--- src/rtl/cpl_pkg.sv ---
// cpl_pkg: widths, fixed-point constants, arctangent table and saturation helper
// for the cell parameter to lattice matrix pipeline
// no dependencies
package cpl_pkg;

  // default values of the top-level parameters
  localparam int FRAC_BITS_DEF = 16;
  localparam int TRIG_ITER_DEF = 20;

  // port and datapath widths
  localparam int LEN_W    = 24;
  localparam int ANGLE_W  = 24;
  localparam int OUT_W    = 25;
  localparam int COS_W    = 32;
  localparam int SIN_W    = 31;
  localparam int CORDIC_W = 34;

  // angle to radian conversion: 39-bit dividend divided by 180 through a
  // reciprocal multiply, partial products in one stage and their sum in the next
  localparam int RAD_W          = 39;
  localparam int RAD_DIV_STAGES = 2;
  localparam int RAD_SHIFT      = 47;
  localparam logic [39:0] RAD_RECIP = 40'd781874935308;

  // square root: one result bit per stage over a 64-bit radicand
  localparam int SQRT_STAGES = 32;

  // rounding divider by sin gamma
  localparam int DIV_NUM_W = 56;
  localparam int DIV_LAT   = OUT_W + 3;

  // fixed-point constants
  localparam logic [31:0] PI_Q30 = 32'd3373259426;
  localparam logic [29:0] K_Q30  = 30'd652032874;
  localparam logic signed [63:0] Q30_HALF = 64'sh0000_0000_2000_0000;
  localparam logic signed [63:0] Q60_ONE  = 64'sh1000_0000_0000_0000;
  localparam logic signed [63:0] OUT_MAX  = 64'sd16777215;
  localparam logic signed [63:0] OUT_MIN  = -64'sd16777216;

  // arctangent of 2^-k in Q30
  localparam logic [29:0] ATAN_TAB [32] = '{
    30'd843314856, 30'd497837829, 30'd263043836, 30'd133525158, 30'd67021686,
    30'd33543515,  30'd16775850,  30'd8388437,   30'd4194282,   30'd2097149,
    30'd1048575,   30'd524287,    30'd262143,    30'd131071,    30'd65535,
    30'd32767,     30'd16383,     30'd8191,      30'd4095,      30'd2047,
    30'd1023,      30'd511,       30'd255,       30'd127,       30'd63,
    30'd31,        30'd15,        30'd8,         30'd4,         30'd2,
    30'd1,         30'd0
  };

  // saturate a wide signed value to the output range
  function automatic logic signed [OUT_W-1:0] sat_out(input logic signed [63:0] v);
    logic signed [OUT_W-1:0] r;
    if (v > OUT_MAX) begin
      r = OUT_W'(OUT_MAX);
    end else if (v < OUT_MIN) begin
      r = OUT_W'(OUT_MIN);
    end else begin
      r = v[OUT_W-1:0];
    end
    return r;
  endfunction

endpackage

--- src/rtl/cpl_div.sv ---
// cpl_div: pipelined rounding divide of a magnitude by sin gamma, one quotient
// bit per stage, sign restored and saturated to the output range
// depends on cpl_pkg
module cpl_div
  import cpl_pkg::*;
(
  input  logic                    clk,
  input  logic [DIV_NUM_W-1:0]    num,
  input  logic [SIN_W-1:0]        den,
  input  logic                    neg,
  output logic signed [OUT_W-1:0] quot
);

  localparam int QB = OUT_W;
  localparam int WW = (DIV_NUM_W + 1 > SIN_W + QB) ? DIV_NUM_W + 1 : SIN_W + QB;
  localparam logic [QB-1:0] MAXQ  = {1'b0, {(QB-1){1'b1}}};
  localparam logic [QB-1:0] HALFQ = {1'b1, {(QB-1){1'b0}}};

  // add half the divisor for round to nearest
  logic [WW-1:0]    n0;
  logic [SIN_W-1:0] d0;
  logic             neg0;

  always_ff @(posedge clk) begin
    n0   <= WW'(num) + WW'(den >> 1);
    d0   <= den;
    neg0 <= neg;
  end

  // quotient too large for the output field
  logic [WW-1:0]    n1;
  logic [SIN_W-1:0] d1;
  logic             neg1;
  logic             ovf1;

  always_ff @(posedge clk) begin
    n1   <= n0;
    d1   <= d0;
    neg1 <= neg0;
    ovf1 <= n0 >= (WW'(d0) << QB);
  end

  // restoring division, most significant quotient bit first
  logic [WW-1:0]    st_r   [QB];
  logic [QB-1:0]    st_q   [QB];
  logic [SIN_W-1:0] st_d   [QB];
  logic             st_neg [QB];
  logic             st_ovf [QB];

  for (genvar j = 0; j < QB; j++) begin : g_step
    localparam int SH = QB - 1 - j;
    logic [WW-1:0]    r_in;
    logic [QB-1:0]    q_in;
    logic [SIN_W-1:0] d_in;
    logic             neg_in;
    logic             ovf_in;
    logic [WW-1:0]    sub;
    logic             ge;

    if (j == 0) begin : g_first
      assign r_in   = n1;
      assign q_in   = '0;
      assign d_in   = d1;
      assign neg_in = neg1;
      assign ovf_in = ovf1;
    end else begin : g_next
      assign r_in   = st_r[j-1];
      assign q_in   = st_q[j-1];
      assign d_in   = st_d[j-1];
      assign neg_in = st_neg[j-1];
      assign ovf_in = st_ovf[j-1];
    end

    assign sub = WW'(d_in) << SH;
    assign ge  = r_in >= sub;

    always_ff @(posedge clk) begin
      st_r[j]     <= ge ? r_in - sub : r_in;
      st_q[j]     <= q_in | (ge ? (QB'(1) << SH) : '0);
      st_d[j]     <= d_in;
      st_neg[j]   <= neg_in;
      st_ovf[j]   <= ovf_in;
    end
  end

  // restore the sign and saturate
  logic [QB-1:0] q_last;
  logic          neg_last;
  logic          ovf_last;

  assign q_last   = st_q[QB-1];
  assign neg_last = st_neg[QB-1];
  assign ovf_last = st_ovf[QB-1];

  always_ff @(posedge clk) begin
    if (neg_last) begin
      if (ovf_last || q_last > HALFQ) begin
        quot <= $signed(HALFQ);
      end else begin
        quot <= $signed(QB'(~q_last + 1'b1));
      end
    end else begin
      if (ovf_last || q_last[QB-1]) begin
        quot <= $signed(MAXQ);
      end else begin
        quot <= $signed(q_last);
      end
    end
  end

endmodule

--- config.mk ---
export PLATFORM = sky130hd
export DESIGN_NAME = cpl_div
export DESIGN_NICKNAME = d
export VERILOG_FILES = /design/src/rtl/cpl_pkg.sv /design/src/rtl/cpl_div.sv
export SDC_FILE = /design/constraint.sdc
export NUM_CORES = 2
export LEC_CHECK = 0
export BUFFER_PORTS_ARGS = -buffer_cell sky130_fd_sc_hd__buf_4
export CAP_MARGIN = 20
export CELL_PAD_IN_SITES_DETAIL_PLACEMENT = 1
export CELL_PAD_IN_SITES_GLOBAL_PLACEMENT = 1
export CORE_MARGIN = 3
export CORE_UTILIZATION = 50
export DETAILED_ROUTE_END_ITERATION = 10
export MAX_ROUTING_LAYER = met4
export PLACE_DENSITY = 0.92
export REMOVE_ABC_BUFFERS = 1
export SLEW_MARGIN = 5
export SYNTH_ARGS = -nofsm -noshare
export SYNTH_HDL_FRONTEND = slang
export SYNTH_SLANG_ARGS = --single-unit
--- constraint.sdc ---
create_clock -name clk -period 5.4 [get_ports clk]
set_clock_uncertainty 0.15 [all_clocks]
set_input_delay 0.54 -clock clk [delete_from_list [all_inputs] [get_ports clk]]
set_output_delay 0.54 -clock clk [all_outputs]
set_load 0.03 [all_outputs]
==> results_dict.tcl, run 1 <==
set metrics [dict create \
    ys_ff_latch 2691 \
    error "[ERROR GRT-0232] Routing congestion too high. Check the congestion heatmap in the GUI." \
    hpwl_mm 276.9 \
    synth.area.top_cells "dfxtp_1, ha_1, a21oi_1" \
    rows 175 \
    synth_edf_count 0 \
    grt_util_all_layers_pct 58.95 \
    cts.sinks 2691 \
    gp_congestion 0.9713 \
    worstEndpointGrtRepair "st_r[1][246]$_DFF_P_/D" \
    seq_area_frac_synth_pct 46.61 \
    portBuffers 113 \
    die_y_um 486.8 \
    async_flop_share_pct 0 \
    lastStage "5_1_grt" \
    start_util_pct 50.56 \
    ctsRootBufferMaster "clkbuf_16" \
    cts_buffers 294 \
    die_w_um 486.8 \
    syn_area_um2 115600 \
    synth_top_area_share_pct 46.61 \
    synthCells 12490 \
    cts_buffer_depth 4 \
    antenna_found_initial 68 \
    synthFlopType "dfxtp_1" \
    synth_top_cell_by_area "dfxtp_1" \
    status "aborted with a tool error" \
    design.portCount 114 \
    yosysWarnings 0 \
    yosysUniqueCellTypes 90 \
    worstEpCategory "register data pin" \
    grt_remaining_overflow 187 \
    placed_area_um2 119500 \
    htree_levels 5 \
    grt_max_degree 64 \
    synth_area_per_cell_um2 9.255 \
]
## metal layers
| layer | global-route usage [%] | GRT overflow |
|---|---|---|
| met5 | - | - |
| met4 | 50.64 | 74 |
| met3 | 45.09 | 22 |
| met2 | 72.66 | 81 |
| met1 | 59.51 | 10 |
## cells in the mapped netlist, types with 19 or more instances
master / count
a211oi_1: 68
buf_1: 25
a21boi_0: 32
nor4b_1: 28
xnor2_1: 515
o31a_1: 26
a21o_1: 460
a31oi_1: 92
nand4_1: 187
nand3b_1: 21
o21ai_0: 832
o41ai_1: 19
nand4b_1: 25
o21a_1: 85
and2_1: 45
dfxtp_1: 2691
nor3_1: 259
nand2_1: 1013
a21oi_1: 949
nor2_1: 743
nor3b_1: 25
o21bai_1: 105
and4_1: 32
xor2_1: 490
o311ai_0: 20
a2111oi_0: 27
inv_1: 1064
nor4_1: 169
o211ai_1: 46
a311oi_1: 26
mux2_2: 101
and3_1: 89
o2111ai_1: 21
nand3_1: 200
or2_2: 37
fa_1: 25
or4_1: 58
clkbuf_1: 307
ha_1: 837
nor2b_1: 133
a211o_1: 28
nand2b_1: 139
a221o_1: 20
or3_1: 103
o31ai_1: 63
## cells by family after synthesis
family	share of synthesized area (%)
AOI/OAI and AO/OA	16.50
xor gates and xnor gates	7.616
adders and majority gates	9.494
buffers and inverters	4.588
DFF	46.61
muxes	1.045
and+or+nand+nor	14.14
## through the flow
step / setup TNS [ns] / setup slack, ns / utilization, % / instances / hold slack [ns]
floorplan: -84.41 / -1.188 / - / 12150 / 0.1596
global placement: 0 / 0.6614 / 52.26 / 15320 / 0.1596
detailed placement: 0 / 0.4593 / 52.26 / 15320 / 0.1635
CTS: 0 / 0.1307 / 57.05 / 15930 / 0.03661
## what timing repair did
action                                 in CTS
endpoints found under the hold margin      87
hold buffers                              107
setup buffers                               0
gates resized for setup                     0
==> run 2, diff against run 1 <==
--- a/config.mk
+++ b/config.mk
@@ -7,13 +7,10 @@
 export LEC_CHECK = 0
 export BUFFER_PORTS_ARGS = -buffer_cell sky130_fd_sc_hd__buf_4
 export CAP_MARGIN = 20
-export CELL_PAD_IN_SITES_DETAIL_PLACEMENT = 1
-export CELL_PAD_IN_SITES_GLOBAL_PLACEMENT = 1
 export CORE_MARGIN = 3
-export CORE_UTILIZATION = 50
+export CORE_UTILIZATION = 40
 export DETAILED_ROUTE_END_ITERATION = 10
-export MAX_ROUTING_LAYER = met4
-export PLACE_DENSITY = 0.92
+export PLACE_DENSITY_LB_ADDON = 0.15
 export REMOVE_ABC_BUFFERS = 1
 export SLEW_MARGIN = 5
 export SYNTH_ARGS = -nofsm -noshare
==> run 2 against run 1 <==
Against the previous run: the flow now finishes without violations; synthesized cell count unchanged; area after synthesis unchanged.
==> results_dict.tcl, run 2 <==
set metrics [dict create \
    grt_pass1_vias 86310 \
    grt_setup_unrepaired "false" \
    synth_top_area_share_pct 46.61 \
    vdd_drop_max_mv 0.3386 \
    pwr-share-seq_pct 35.4 \
    dieArea_um2 295400 \
    maxCapViolations 0 \
    grt_remaining_overflow 0 \
    holdCritPathClass "in -> reg" \
    cp_slowest_cell "dlygate4sd3_1" \
    start_kind "primary input" \
    cts_setup_buffers 0 \
    grt_pass1_wl_mm 501.9 \
    clock_power_share_pct 24.5 \
    yosysUniqueCellTypes 90 \
    clk_latency_ns 0.88 \
    design_area_um2 132200 \
    yosysWarnings 0 \
    slew_headroom_pct 16.91 \
    cp.arrival_ns 5.44 \
    layout_common_cells "dfxtp_1, inv_1, nand2_1" \
    drc 0 \
    fin_tns_setup_ns 0 \
    synth_top_family_by_area "compound AO/OA/AOI/OAI gates" \
    synth_simple_gate_area_share_pct 14.14 \
    synth_compound_area_share_pct 16.50 \
    portBuffers 113 \
    cts_tree "done" \
    worstMarginPinSlew_ns 1.215 \
    synth_area_per_cell_um2 9.255 \
    fin_crit_ns 4.834 \
    drv_slew 0 \
    gp_congestion 0.9255 \
    reg2reg_slack_ns 0.65 \
    cts_buffers 298 \
    synth.area.mux_share_pct 1.045 \
    syn2layout_area_growth_pct 14.35 \
    post_cts_resized 0 \
    placed_area_um2 120600 \
    seq_area_frac_synth_pct 46.61 \
    ant_nets 0 \
    ys_ff_latch 2691 \
    cts.sinks 2691 \
    yosysMostFrequentCell "dfxtp_1" \
    synth.area.top_cells "dfxtp_1, ha_1, a21oi_1" \
    crit_path_cell_trace "dlygate4sd3_1 > buf_4 > ha_1 > fa_1 > a21o_1 > a21oi_1 > nor2b_1 > o31a_1 > o21ai_0 > o31ai_1 > a21oi_1 > o21ai_0 > a311oi_2 > buf_4 > nor4_1 > xor2_1 > dlygate4sd3_1" \
    htree_levels 5 \
    first_pass_iters 7 \
    biggestRegsByFlops "st_r: 1368 flops, st_d: 744 flops, st_q: 325 flops" \
    cts_buffer_depth 4 \
    pwr-share-comb_pct 40.1 \
    end_kind "flop" \
    vias_per_cell 5.265 \
    finalHoldViolCount 0 \
    p_leak_nw 58.41 \
    wl_mm 325.8 \
    async_flop_share_pct 0 \
    syn_area_um2 115600 \
    rows 196 \
    synthAdderAreaFrac_pct 9.494 \
    use_met1_pct 28.88 \
    path_buf_inv 4 \
    die_w_um 543.5 \
    drive_gt1_share_pct 6.791 \
    fin_crit_sh_pct 89.52 \
    hpwl_mm 258.7 \
    synth_top_cell_by_area "dfxtp_1" \
    grt_max_degree 66 \
    path_depth 17 \
    crit_fanout 14 \
    sw_frac_of_total_pct 38.20 \
    core_region_area_um2 286400 \
    wl_per_cell_um 19.45 \
    start_util_pct 40.35 \
    synth_edf_count 0 \
    largest-register "st_r" \
    required_ns 6.00 \
    critPathKind "in -> reg" \
    ff2ff_path_depth 16 \
    cts_hold_buf 110 \
    largest_register_ffs 1368 \
    grtUsageMet3_pct 2.886 \
    antenna_found_initial 17 \
    path_delay_family "compound AO/OA/AOI/OAI gates" \
    holdPathEnd "n0[27]" \
    status "completed" \
    whs_ns 0.08794 \
    fmax_mhz 206.9 \
    synthCells 12490 \
    final_common_cell "dfxtp_1" \
    use_met2_pct 36.40 \
    grt_util_all_layers_pct 21.46 \
    pwr_density_cell_nw_per_um2 649.8 \
    design.portCount 114 \
    synthTopCellsByCount "dfxtp_1, inv_1, nand2_1" \
    synthXorXnorAreaFrac_pct 7.616 \
    busiest_layer "met2" \
    worstReg2RegEnd "st_r[2][444]" \
    synthFlopType "dfxtp_1" \
    ctsRootBufferMaster "clkbuf_16" \
    clkTransAtPathRegs_ns 0.06 \
    final_net_count 13690 \
    power_switching_w 0.03281 \
    drtIter0Drc 6286 \
    whs_path_depth 4 \
    internal-power_w 0.05307 \
    utilization_pct 46.14 \
    finalSetupViolations 0 \
    timing.rr.start "st_r[2][343]" \
    die_y_um 543.5 \
    slowest_delay_ns 0.57 \
    vias 88210 \
    hold_start "num[27]" \
]
## run 2: power groups by stage
stage	Sequential (W)	Clock (W)	Combinational (W)
floorplan	0.0286	0	0.0258
global placement	0.0309	0	0.0338
detailed placement	0.0309	0	0.0339
CTS	0.0305	0.0217	0.0343
global route	0.0310	0.0225	0.0385
finish	0.0304	0.0210	0.0344
## run 2: cell families after synthesis
kind of cell	Yosys count
simple gates	3336
mux	108
xor+xnor	1005
buf+inv	1406
fa+ha+maj	862
flops	2691
compound gates	3080
## run 2: worst max path at each step
stage,slack [ns],from,endpoint
after CTS,0.70,st_r[2][343],st_r[2][444]
after floorplan,-1.19,st_r[1][127],st_r[1][223]
after global routing,0.24,st_d[2][158],st_r[2][388]
final,0.57,num[0],n0[54]
after detailed placement,0.73,st_r[2][343],st_r[2][444]
after global placement,0.70,st_r[2][343],st_r[2][444]
## run 2: routing by layer
metal,vias up,part of all wire [%]
met4,0,2.2
met1,41880,46
met5,-,0
met3,464,5.0
li1,43920,-
met2,1946,47
## run 2: stage by stage
step	instances	worst slack, ns	total power, W
floorplan	12150	-1.188	0.05437
global placement	16090	0.7024	0.06469
detailed placement	16090	0.7349	0.06482
CTS	16740	0.6955	0.08650
global route	16740	0.2362	0.09191
finish	16750	0.5660	0.08587
## run 2: worst min-delay path, delay by kind of cell
family / cells / cell delay (ns)
AOI/OAI and AO/OA: 1 / 0.15
adders and majority gates: 1 / 0.22
buffers and inverters: 1 / 0.08
and+or+nand+nor: 1 / 0.06
## run 2: layout make-up
cell class	instances	area (um2)
fill	27430	154300
multi-input combinational	8391	56630
sequential	2691	53870
clock buffer	406	8518
tap	3762	4707
inverter	1066	4004
timing repair buffer	291	2531
clock inverter	129	1849
antenna	18	45.04
Power figures use the tool's default switching activity.
